File: config.mk
export PLATFORM = sky130hd
export DESIGN_NAME = light_slot_table_top
export DESIGN_NICKNAME = d
export VERILOG_FILES = /design/src/rtl/core/lst_pkg.sv /design/src/rtl/core/light_slot_table_top.sv /design/src/rtl/core/lst_slot_mem.sv /design/src/rtl/core/lst_alu.sv
export SDC_FILE = /design/constraint.sdc
export NUM_CORES = 2
export LEC_CHECK = 0
export BUFFER_PORTS_ARGS = -buffer_cell sky130_fd_sc_hd__buf_2
export CAP_MARGIN = 30
export CELL_PAD_IN_SITES_DETAIL_PLACEMENT = 1
export CELL_PAD_IN_SITES_GLOBAL_PLACEMENT = 2
export CORE_MARGIN = 5
export CORE_UTILIZATION = 35
export DETAILED_ROUTE_END_ITERATION = 7
export GPL_TIMING_DRIVEN = 0
export HOLD_SLACK_MARGIN = 0.1
export PLACE_DENSITY = 0.6
export REMOVE_ABC_BUFFERS = 1
export SYNTH_ARGS = -nofsm -noshare
export SYNTH_HDL_FRONTEND = slang
export SYNTH_SLANG_ARGS = --single-unit
File: constraint.sdc
create_clock -name clock -period 6.7 [get_ports clock]
set_clock_uncertainty 0.2 [all_clocks]
set_input_delay 0.335 -clock clock [delete_from_list [all_inputs] [get_ports clock]]
set_output_delay 0.335 -clock clock [all_outputs]
set_load 0.1 [all_outputs]
File: src/rtl/core/lst_pkg.sv
package lst_pkg;

   // Default table size.
   localparam int NUM_SLOTS_DEF = 32;

   // Field widths.
   localparam int KEY_W    = 13;
   localparam int TIME_W   = 32;
   localparam int ELAPSE_W = 16;
   localparam int RADIUS_W = 14;
   localparam int RATE_W   = 12;
   localparam int PROD_W   = ELAPSE_W + RATE_W;
   localparam int SLOT_W   = 5;
   localparam int PATH_W   = 2;

   // Operation codes of the func field.
   localparam logic FUNC_ALLOC = 1'b0;
   localparam logic FUNC_DECAY = 1'b1;

   // Codes of the path field.
   localparam logic [PATH_W-1:0] PATH_KEY     = 2'd0;
   localparam logic [PATH_W-1:0] PATH_EXPIRED = 2'd1;
   localparam logic [PATH_W-1:0] PATH_FORCED  = 2'd2;
   localparam logic [PATH_W-1:0] PATH_DECAY   = 2'd3;

   // One light slot as it sits in the table.
   typedef struct packed {
      logic [KEY_W-1:0]    key;
      logic [TIME_W-1:0]   expiry;
      logic [RADIUS_W-1:0] radius;
      logic [RATE_W-1:0]   rate;
   } slot_entry_type;

   // Compare results that the shared unit hands to the sequencer.
   typedef struct packed {
      logic key_hit;
      logic expired;
      logic radius_zero;
   } cmp_status_type;

endpackage

File: src/rtl/core/light_slot_table_top.sv
// Channel   Direction  Ports                                        Handshake
// req       in         req_func .. req_new_decay                    req_valid / req_stall
// rsp       out        rsp_slot, rsp_path                           rsp_valid / rsp_stall
//
// Each slot takes a read state and a check state through one table read port; an
// allocate word then passes through a fill state, and a decay word adds an update state
// for each live slot with a nonzero radius (write-back of that slot).
// Reset clears the table valid bits; no clearing pass is needed.
// A finished result waits in the output register while the next word is taken in;
// the block stalls its input from acceptance until the result is loaded.
module light_slot_table_top import lst_pkg::*; #(
   parameter int NUM_SLOTS = NUM_SLOTS_DEF
) (
   input  logic                clock,
   input  logic                reset,
   input  logic                req_valid,
   output logic                req_stall,
   input  logic                req_func,
   input  logic [KEY_W-1:0]    req_light_key,
   input  logic [TIME_W-1:0]   req_now_ms,
   input  logic [ELAPSE_W-1:0] req_elapsed_ms,
   input  logic [RADIUS_W-1:0] req_new_radius,
   input  logic [TIME_W-1:0]   req_new_expiry_ms,
   input  logic [RATE_W-1:0]   req_new_decay,
   output logic                rsp_valid,
   input  logic                rsp_stall,
   output logic [SLOT_W-1:0]   rsp_slot,
   output logic [PATH_W-1:0]   rsp_path
);

   localparam int IDX_W = $clog2(NUM_SLOTS);
   localparam logic [IDX_W-1:0] LAST_IDX = IDX_W'(NUM_SLOTS - 1);

   typedef enum logic [2:0] {
      ST_IDLE,
      ST_READ,
      ST_CHECK,
      ST_UPDATE,
      ST_FILL,
      ST_DONE
   } state_type;

   state_type           state_ff, state_in;
   logic [IDX_W-1:0]    idx_ff, idx_in;
   logic                match_ff, match_in;
   logic [IDX_W-1:0]    match_idx_ff, match_idx_in;
   logic                exp_ff, exp_in;
   logic [IDX_W-1:0]    exp_idx_ff, exp_idx_in;
   logic                rsp_valid_ff, rsp_valid_in;
   logic [SLOT_W-1:0]   rsp_slot_ff, rsp_slot_in;
   logic [PATH_W-1:0]   rsp_path_ff, rsp_path_in;
   logic [SLOT_W-1:0]   res_slot_ff, res_slot_in;
   logic [PATH_W-1:0]   res_path_ff, res_path_in;

   logic                func_ff;
   logic [KEY_W-1:0]    key_ff;
   logic [TIME_W-1:0]   now_ff;
   logic [ELAPSE_W-1:0] elapsed_ff;
   logic [RADIUS_W-1:0] radius_ff;
   logic [TIME_W-1:0]   expiry_ff;
   logic [RATE_W-1:0]   rate_ff;

   logic                req_take;
   logic                rsp_free;
   logic                last_slot;
   logic                load_prod;
   slot_entry_type      rd_data;
   logic                wr_en;
   logic [IDX_W-1:0]    wr_addr;
   slot_entry_type      wr_data;
   cmp_status_type      status;
   logic [RADIUS_W-1:0] radius_dec;

   lst_slot_mem #(
      .NUM_SLOTS (NUM_SLOTS)
   ) u_mem (
      .clock   (clock),
      .reset   (reset),
      .rd_addr (idx_ff),
      .rd_data (rd_data),
      .wr_en   (wr_en),
      .wr_addr (wr_addr),
      .wr_data (wr_data)
   );

   lst_alu u_alu (
      .clock      (clock),
      .entry      (rd_data),
      .key        (key_ff),
      .now_ms     (now_ff),
      .elapsed_ms (elapsed_ff),
      .load_prod  (load_prod),
      .status     (status),
      .radius_out (radius_dec)
   );

   assign req_stall = (state_ff != ST_IDLE);
   assign req_take  = req_valid && !req_stall;
   assign rsp_free  = !rsp_valid_ff || !rsp_stall;
   assign last_slot = (idx_ff == LAST_IDX);
   assign load_prod = (state_ff == ST_CHECK);

   // Sequencer: one read and one check per slot, an update for each decayed slot, then fill or finish.
   always_comb begin
      state_in     = state_ff;
      idx_in       = idx_ff;
      match_in     = match_ff;
      match_idx_in = match_idx_ff;
      exp_in       = exp_ff;
      exp_idx_in   = exp_idx_ff;
      res_slot_in  = res_slot_ff;
      res_path_in  = res_path_ff;
      rsp_valid_in = rsp_valid_ff && rsp_stall;
      rsp_slot_in  = rsp_slot_ff;
      rsp_path_in  = rsp_path_ff;
      wr_en        = 1'b0;
      wr_addr      = idx_ff;
      wr_data      = rd_data;

      unique case (state_ff)
         ST_IDLE: begin
            if (req_take) begin
               idx_in   = '0;
               match_in = 1'b0;
               exp_in   = 1'b0;
               state_in = ST_READ;
            end
         end
         ST_READ: begin
            state_in = ST_CHECK;
         end
         ST_CHECK: begin
            if (func_ff == FUNC_DECAY) begin
               if (!status.expired && !status.radius_zero) begin
                  state_in = ST_UPDATE;
               end else if (last_slot) begin
                  res_slot_in = '0;
                  res_path_in = PATH_DECAY;
                  state_in    = ST_DONE;
               end else begin
                  idx_in   = idx_ff + 1'b1;
                  state_in = ST_READ;
               end
            end else begin
               if (status.key_hit && !match_ff) begin
                  match_in     = 1'b1;
                  match_idx_in = idx_ff;
               end
               if (status.expired && !exp_ff) begin
                  exp_in     = 1'b1;
                  exp_idx_in = idx_ff;
               end
               if (last_slot) begin
                  state_in = ST_FILL;
               end else begin
                  idx_in   = idx_ff + 1'b1;
                  state_in = ST_READ;
               end
            end
         end
         ST_UPDATE: begin
            wr_en          = 1'b1;
            wr_data.radius = radius_dec;
            if (last_slot) begin
               res_slot_in = '0;
               res_path_in = PATH_DECAY;
               state_in    = ST_DONE;
            end else begin
               idx_in   = idx_ff + 1'b1;
               state_in = ST_READ;
            end
         end
         ST_FILL: begin
            wr_en          = 1'b1;
            wr_data.key    = key_ff;
            wr_data.expiry = expiry_ff;
            wr_data.radius = radius_ff;
            wr_data.rate   = rate_ff;
            if (match_ff) begin
               wr_addr     = match_idx_ff;
               res_path_in = PATH_KEY;
            end else if (exp_ff) begin
               wr_addr     = exp_idx_ff;
               res_path_in = PATH_EXPIRED;
            end else begin
               wr_addr     = '0;
               res_path_in = PATH_FORCED;
            end
            res_slot_in = SLOT_W'(wr_addr);
            state_in    = ST_DONE;
         end
         ST_DONE: begin
            if (rsp_free) begin
               rsp_valid_in = 1'b1;
               rsp_slot_in  = res_slot_ff;
               rsp_path_in  = res_path_ff;
               state_in     = ST_IDLE;
            end
         end
         default: begin
            state_in = ST_IDLE;
         end
      endcase
   end

   // State, scan registers and the output register.
   always_ff @(posedge clock) begin
      if (reset) begin
         state_ff     <= ST_IDLE;
         idx_ff       <= '0;
         match_ff     <= 1'b0;
         exp_ff       <= 1'b0;
         rsp_valid_ff <= 1'b0;
      end else begin
         state_ff     <= state_in;
         idx_ff       <= idx_in;
         match_ff     <= match_in;
         exp_ff       <= exp_in;
         rsp_valid_ff <= rsp_valid_in;
      end
      match_idx_ff <= match_idx_in;
      exp_idx_ff   <= exp_idx_in;
      res_slot_ff  <= res_slot_in;
      res_path_ff  <= res_path_in;
      rsp_slot_ff  <= rsp_slot_in;
      rsp_path_ff  <= rsp_path_in;
      if (req_take) begin
         func_ff    <= req_func;
         key_ff     <= req_light_key;
         now_ff     <= req_now_ms;
         elapsed_ff <= req_elapsed_ms;
         radius_ff  <= req_new_radius;
         expiry_ff  <= req_new_expiry_ms;
         rate_ff    <= req_new_decay;
      end
   end

   assign rsp_valid = rsp_valid_ff;
   assign rsp_slot  = rsp_slot_ff;
   assign rsp_path  = rsp_path_ff;

endmodule

File: src/rtl/core/lst_slot_mem.sv
module lst_slot_mem import lst_pkg::*; #(
   parameter int NUM_SLOTS = NUM_SLOTS_DEF,
   localparam int IDX_W = $clog2(NUM_SLOTS)
) (
   input  logic             clock,
   input  logic             reset,
   input  logic [IDX_W-1:0] rd_addr,
   output slot_entry_type   rd_data,
   input  logic             wr_en,
   input  logic [IDX_W-1:0] wr_addr,
   input  slot_entry_type   wr_data
);

   slot_entry_type           mem [NUM_SLOTS];
   logic [NUM_SLOTS-1:0]     valid_ff;
   slot_entry_type           rd_data_ff;

   // Valid bits: cleared at reset, set on the first write of an entry.
   always_ff @(posedge clock) begin
      if (reset) begin
         valid_ff <= '0;
      end else if (wr_en) begin
         valid_ff[wr_addr] <= 1'b1;
      end
   end

   // Table write port.
   always_ff @(posedge clock) begin
      if (wr_en) begin
         mem[wr_addr] <= wr_data;
      end
   end

   // Registered read port; an entry never written reads as zero.
   always_ff @(posedge clock) begin
      if (valid_ff[rd_addr]) begin
         rd_data_ff <= mem[rd_addr];
      end else begin
         rd_data_ff <= '0;
      end
   end

   assign rd_data = rd_data_ff;

endmodule

File: src/rtl/core/lst_alu.sv
module lst_alu import lst_pkg::*; (
   input  logic                clock,
   input  slot_entry_type      entry,
   input  logic [KEY_W-1:0]    key,
   input  logic [TIME_W-1:0]   now_ms,
   input  logic [ELAPSE_W-1:0] elapsed_ms,
   input  logic                load_prod,
   output cmp_status_type      status,
   output logic [RADIUS_W-1:0] radius_out
);

   logic [PROD_W-1:0] prod_ff;
   logic [PROD_W-1:0] prod_in;
   logic [PROD_W-1:0] radius_ext;

   // Slot compares used by both the allocate scan and the decay scan.
   always_comb begin
      status.key_hit     = (key != '0) && (entry.key == key);
      status.expired     = (entry.expiry < now_ms);
      status.radius_zero = (entry.radius == '0);
   end

   // Radius drop, registered before the saturating subtract.
   assign prod_in = PROD_W'(elapsed_ms) * PROD_W'(entry.rate);

   always_ff @(posedge clock) begin
      if (load_prod) begin
         prod_ff <= prod_in;
      end
   end

   // Saturating subtract of the drop from the radius.
   assign radius_ext = PROD_W'(entry.radius);

   always_comb begin
      if (prod_ff >= radius_ext) begin
         radius_out = '0;
      end else begin
         radius_out = RADIUS_W'(radius_ext - prod_ff);
      end
   end

endmodule
# Word level (Yosys, flattened, before mapping)
# Memory sizes are Yosys's and may differ from the RTL's. A register that Yosys moved wholly into a read port is not among the register bits.
# Index checks and enable logic that the tools add are counted.
dict set report totals {
  regBits 215
  mem_bits_rw 2272
  inputBits 124
  out_inout_bits 9
  n_memories 1
}
# memory depth word_bits read_ports rd_clocked_by_memory_dff wr line
set mem_list {}
lappend mem_list {u_mem.mem 32 71 1 1 1 lst_slot_mem.sv:14} ;# slot_entry_type mem [NUM_SLOTS];
dict set report op_classes {
  add_sub_neg 2
  mul 1
  order_cmp 5
  n_eq_ne 15
  mux 45
  bitwise_logic 2
  reduce_logical 32
}
# op n
set op_table {}
lappend op_table {{$mux W5} 10}
lappend op_table {{$mux W45} 1}
lappend op_table {{$lt A32 B32 Y1} 1}
lappend op_table {{$or A32 B32 Y32} 1}
lappend op_table {{$pmux W5 S3} 2}
lappend op_table {{$ge A28 B14 Y1} 1}
lappend op_table {{$mul A16 B12 Y28} 1}
lappend op_table {{$pmux W14 S2} 1}
lappend op_table {{$mux W3} 6}
lappend op_table {{$pmux W3 S6} 1}
lappend op_table {{$logic_not A14 Y1} 1}
lappend op_table {{$mux W14} 1}
lappend op_table {{$sub A14 B14 Y14} 1}
lappend op_table {{$eq A13 B13 Y1} 1}
lappend op_table {{$reduce_bool A13 Y1} 1}
lappend op_table {{$lt A5 B6 Y1 const B} 2}
lappend op_table {{$mux W1} 12}
lappend op_table {{$mux W12} 1}
lappend op_table {{$reduce_and A3 Y1} 4}
lappend op_table {{$mux W2} 5}
lappend op_table {{$ne A2 B2 Y1 const B} 5}
lappend op_table {{$reduce_bool A3 Y1} 3}
lappend op_table {{$logic_not A1 Y1} 8}
lappend op_table {{$reduce_and A4 Y1} 2}
lappend op_table {{19 further kinds} 30}

# Logic depth before layout (Yosys ltp)
dict set report depth {
  ltp_word 8
  depth_mapped 20
  ltp_nobuf 19
}

# By module
# From an unflattened synthesis, not the netlist that was laid out.
dict set report unflattened {
  hier_cells 5790
  hier_area_um2 105103.3
}
# module n_inst cells_per_inst area_per_inst_um2 seq_area_each_um2
set by_module_without_submodules {}
lappend by_module_without_submodules {lst_slot_mem 1 4377 89931.3 70287.4}
lappend by_module_without_submodules {lst_alu 1 1063 9051.2 840.8}
lappend by_module_without_submodules {light_slot_table_top 1 350 6120.9 4544.4}

# Worst setup path before layout
# No wires, ideal clock.
dict set report synth_path {
  kind {reg2reg}
  start {reg state_ff[0]}
  end {reg idx_ff[0]}
  setup_time_ns 0.137
  arrival_ns 7.461
  t_required_ns 6.363
  path_slack_ns -1.098
  path_stages_with_launch 7
  n_path_buf 1
  period_less_slack_ns 7.798
  cell_sequence {dfxtp_1 > clkbuf_1 > or3_1 > nor2_1 > nor2_1 > nand2_1 > mux2i_1}
}
dict set report synth_between {
  elab_chain_cells 5
  word_cells_on_any_way 11
}
# element line
set synth_rtl {}
lappend synth_rtl {{start: declaration} light_slot_table_top.sv:43} ;# state_type state_ff, state_in;
lappend synth_rtl {{start signal: assignment} light_slot_table_top.sv:215} ;# state_ff <= state_in;
lappend synth_rtl {{$reduce_bool A3 Y1} light_slot_table_top.sv:97} ;# assign req_stall = (state_ff != ST_IDLE);
lappend synth_rtl {{via req_stall} light_slot_table_top.sv:17} ;# output logic req_stall,
lappend synth_rtl {{$logic_not A1 Y1} light_slot_table_top.sv:98} ;# assign req_take = req_valid && !req_stall;
lappend synth_rtl {{$logic_and A1 B1 Y1} light_slot_table_top.sv:98}
lappend synth_rtl {{via req_take} light_slot_table_top.sv:63} ;# logic req_take;
lappend synth_rtl {{$ne A2 B2 Y1 (no source line)} --}
lappend synth_rtl {{$reduce_and A3 Y1 (no source line)} --}
lappend synth_rtl {{end signal: assignment} light_slot_table_top.sv:216} ;# idx_ff <= idx_in;
lappend synth_rtl {{end: declaration} light_slot_table_top.sv:44} ;# logic [IDX_W-1:0] idx_ff, idx_in;
# The timed path passes the listed nets, and every way through them passes these cells.
# A chain may end at the register's enable or synchronous reset.

# Worst setup path in the final report
dict set report layout_path {
  start {reg u_mem.rd_data[8] (netlist name)}
  end {reg u_alu.prod_ff[21] (data pin)}
}
dict set report layout_between {
  elab_chain_cells 1
}
# element line
set layout_rtl {}
lappend layout_rtl {{$mul A16 B12 Y28} lst_alu.sv:24} ;# assign prod_in = PROD_W'(elapsed_ms) * PROD_W'(entry.rate);
lappend layout_rtl {{via u_alu.prod_in[21]} lst_alu.sv:13} ;# logic [PROD_W-1:0] prod_in;
lappend layout_rtl {{end signal: assignment} lst_alu.sv:28} ;# prod_ff <= prod_in;
lappend layout_rtl {{end: declaration} lst_alu.sv:12} ;# logic [PROD_W-1:0] prod_ff;
# The timed path passes the listed nets, and every way through them passes these cells.

==> run_results.csv <==
group,metric,value,unit
routing,drt_iter0_markers,4974,
floorplan,die_w,554,um
timing,finalSetupViolCount,0,
global_route,grt.total_usage,19.2,%
final_layout,nFillCells,27599,
critical_path,path_max_fanout,17,
clocking,cts_buffer_depth,4,
critical_path,r2r-end,"u_alu.prod_ff[21]",
floorplan,die_area,307000,sq um
floorplan,fp.dieH,554,um
timing,rsz0062_at_grt,"no",
timing,finalHoldViolCount,0,
placement,placed_cells,9143,
critical_path,path_delay_family,"adder cells",
routing,via_per_inst,5.32,
critical_path,end_kind,"register",
global_route,antenna_found_initial,9,
synthesis,synth_warnings,0,
floorplan,row_count,200,
synthesis,netlist_area,104000,sq um
final_layout,finalNonFillerCells,9889,
synthesis,ys_ff_latch,2558,
routing,num_vias,52620,
synthesis,ys.flop_type,"edfxtp_1",
global_route,grt_first_pass_wirelength,425000,um
critical_path,critical_path_class,"reg2reg",
synthesis,synth_area_leaders,"edfxtp_1 71%, mux4_2 16%, fa_1 2.7%",
placement,portBuffers,132,
timing,holdWs,0.154,ns
floorplan,initial_core_util,35.0,%
critical_path,crit_chain,"nand2_1 > fa_1 > inv_1 > fa_1 > fa_1 > fa_1 > inv_1 > fa_1 > inv_1 > ha_1 > a21o_1 > a21o_1 > a2bb2oi_1 > nand3b_1 > and3_1 > or4b_1 > o211ai_1",
pwr,cellPowerDensity,268,nW/um^2
critical_path,crit_start,"u_mem.rd_data[8]",
run_status,status,"completed",
final_layout,syn_to_final_growth,21.2,%
routing,drt_first_pass_iters,5,
critical_path,rrSetupSlack,0.43,ns
synthesis,synth_top_area_share,70.7,%
critical_path,critPathMaxStageDelay,0.99,ns
critical_path,path_buf_inv,3,
floorplan,core,296000,sq um
critical_path,endpoint,"u_alu.prod_ff[21]",
flow_run,maxCapViolations,0,
critical_path,worst-path-stages,17,
synthesis,synthCells,5054,
critical_path,worstPathRequired,7.11,ns
final_layout,layout_common_cells,"2444 x edfxtp_1, 720 x mux4_2, 328 x nand2_1",
timing,min_period,6.27,ns
clocking,worst_skew_pair.late_latency,0.85,ns
timing,fmax,159,MHz
placement,post-dp-hpwl,198000,um
synthesis,synth_seq_area_share,72.9,%
critical_path,cp.arrival,6.69,ns
final_layout,drive_gt1_share,26.5,%
placement,place_area,114000,sq um
synthesis,synth_edf_count,2444,
global_route,grt_max_degree,55,
critical_path,cpMostUsedCell,"fa_1",
synthesis,synth_cell_type_count,65,
timing,fin_crit_sh,93.6,%
global_route,grt_pass1_vias,56223,
pwr,ir_worst_vdd,185,uV
critical_path,cpMaxStageDelayCell,"dfxtp_1",
critical_path,reg2regPathDepth,17,
timing,tns,0,ns
global_route,overflow,0,
clocking,cts.sinks,2558,
synthesis,async_flop_share,0,%
clocking,cts_tree,"yes",
floorplan,ios,133,
timing,slew_violations,0,
hold_path,hold_path_class,"in2reg",
synthesis,yosysTopAreaCell,"edfxtp_1",
placement,place.gp.congestion,0.699,
critical_path,start_kind,"register",
pwr,report.power.total,33.6,mW
routing,drcViolationCount,0,
final_layout,design_area,126000,sq um
final_layout,final_common_cell,"edfxtp_1",
clocking,htree_levels,5,
timing,slew_headroom,29.0,%
routing,wl,298000,um
clocking,cts_buffers,283,
final_layout,fin_nets,6123,
routing,antenna_left,0,
timing,tightestPinTransition,1.06,ns
pwr,leakage,40.8,nW
clocking,cts.clk_slew.worst_paths,0.06,ns
clocking,clockRootBuffer,"clkbuf_16",
critical_path,r2r-start,"u_mem.rd_data[8]",
synthesis,avgSynthCellArea,20.5,sq um
routing,wire_per_inst,30.1,um
[final cells by class]
cell class / instances / area [sq um] / share of cell area, %
Tap cell: 3939 / 4930 / 3.92
Clock inverter: 110 / 1130 / 0.897
Timing Repair Buffer: 632 / 8770 / 6.97
Clock buffer: 390 / 7820 / 6.21
Multi-Input combinational cell: 2020 / 26600 / 21.1
Sequential cell: 2558 / 75700 / 60.2
Antenna cell: 3 / 7.51 / 0.00597
Inverter: 237 / 890 / 0.707
[how the worst min path moves through the flow]
| stage | end | cells after the start | slack (ns) | startpoint |
|---|---|---|---|---|
| 2_1_floorplan | rsp_path[0] | 0 | 0.20 | res_path_ff[0] |
| 3_3_place_gp | rsp_slot[0] | 0 | 0.21 | res_slot_ff[0] |
| 3_5_place_dp | rsp_slot[1] | 0 | 0.21 | res_slot_ff[1] |
| 4_1_cts | rate_ff[1] | 2 | 0.12 | req_new_decay[1] |
| 5_1_grt | rate_ff[1] | 2 | 0.14 | req_new_decay[1] |
| 6_report | func_ff | 2 | 0.15 | req_func |
[registers in the layout (all words and copies together), names as in the netlist, 12 cells and up]
signal and count:
u_mem.rd_data 71, key_ff 13, elapsed_ff 16, radius_ff 14
u_mem.valid_ff 32, rate_ff 12, u_alu.prod_ff 28, now_ff 32
u_mem.mem 2272, expiry_ff 32
[cells by family after synthesis]
family / Yosys count / synth area share (%)
AOI/OAI and AO/OA: 207 / 1.25
xor gates and xnor gates: 43 / 0.363
adders and majority gates: 267 / 4.24
buffers and inverters: 476 / 1.81
DFF: 2558 / 72.9
muxes: 797 / 16.4
and+or+nand+nor: 706 / 3.03
[repair_timing]
item | in CTS | in global routing
resized for setup | 0 | 0
hold endpoints to repair | 177 | 0
hold buffers | 242 | 0
buffers inserted | 0 | 0
[worst register-to-register path, delay by kind of cell (launching register included)]
kind | cells | cell delay, ns
buffers and inverters | 3 | 0.17
AOI/OAI and AO/OA | 4 | 0.79
adders and majority gates | 6 | 2.92
DFF | 1 | 0.99
and+or+nand+nor | 4 | 1.02
[power by group]
part           switching [mW]  internal (mW)
clock network            6.31           8.91
registers              0.0927           17.4
logic                   0.443          0.498
[stage by stage]
| step | utilization, % | setup WS, ns |
|---|---|---|
| 6_report | 42.5 | 0.428 |
| 5_1_grt | 42.5 | 0.193 |
| 4_1_cts | 42.5 | 0.380 |
| 3_5_place_dp | 38.6 | 0.443 |
| 3_3_place_gp | 36.6 | -43.13 |
| 2_1_floorplan | - | -21.57 |
[cells in the mapped netlist, types with 3 or more instances]
cell	n
dfxtp_1	114
nor2b_1	10
and2_1	78
nor2_1	179
ha_1	126
or2_2	6
nand3b_1	9
mux4_2	720
xnor2_1	18
o21bai_1	3
o21ai_1	9
clkbuf_1	135
nor4_1	13
a31oi_1	3
and4_1	4
inv_1	237
nor3_1	21
a21o_1	22
o31ai_1	4
or3_1	4
edfxtp_1	2444
nand2_1	328
buf_2	65
o21a_1	7
xor2_1	25
nand3_1	18
and3_1	4
mux2i_1	76
fa_1	141
nand2b_1	14
o21ai_0	27
a211oi_1	8
a22oi_1	18
nand4_1	8
o211ai_1	4
buf_1	38
a21oi_1	79
[routing by layer]
layer | share of wire [%] | GRT usage, %
met3 | 4.7 | 2.25
met2 | 47 | 30.6
met1 | 46 | 28.2
met4 | 2.6 | 4.88
met5 | 0 | 0
Power figures use the tool's default switching activity.
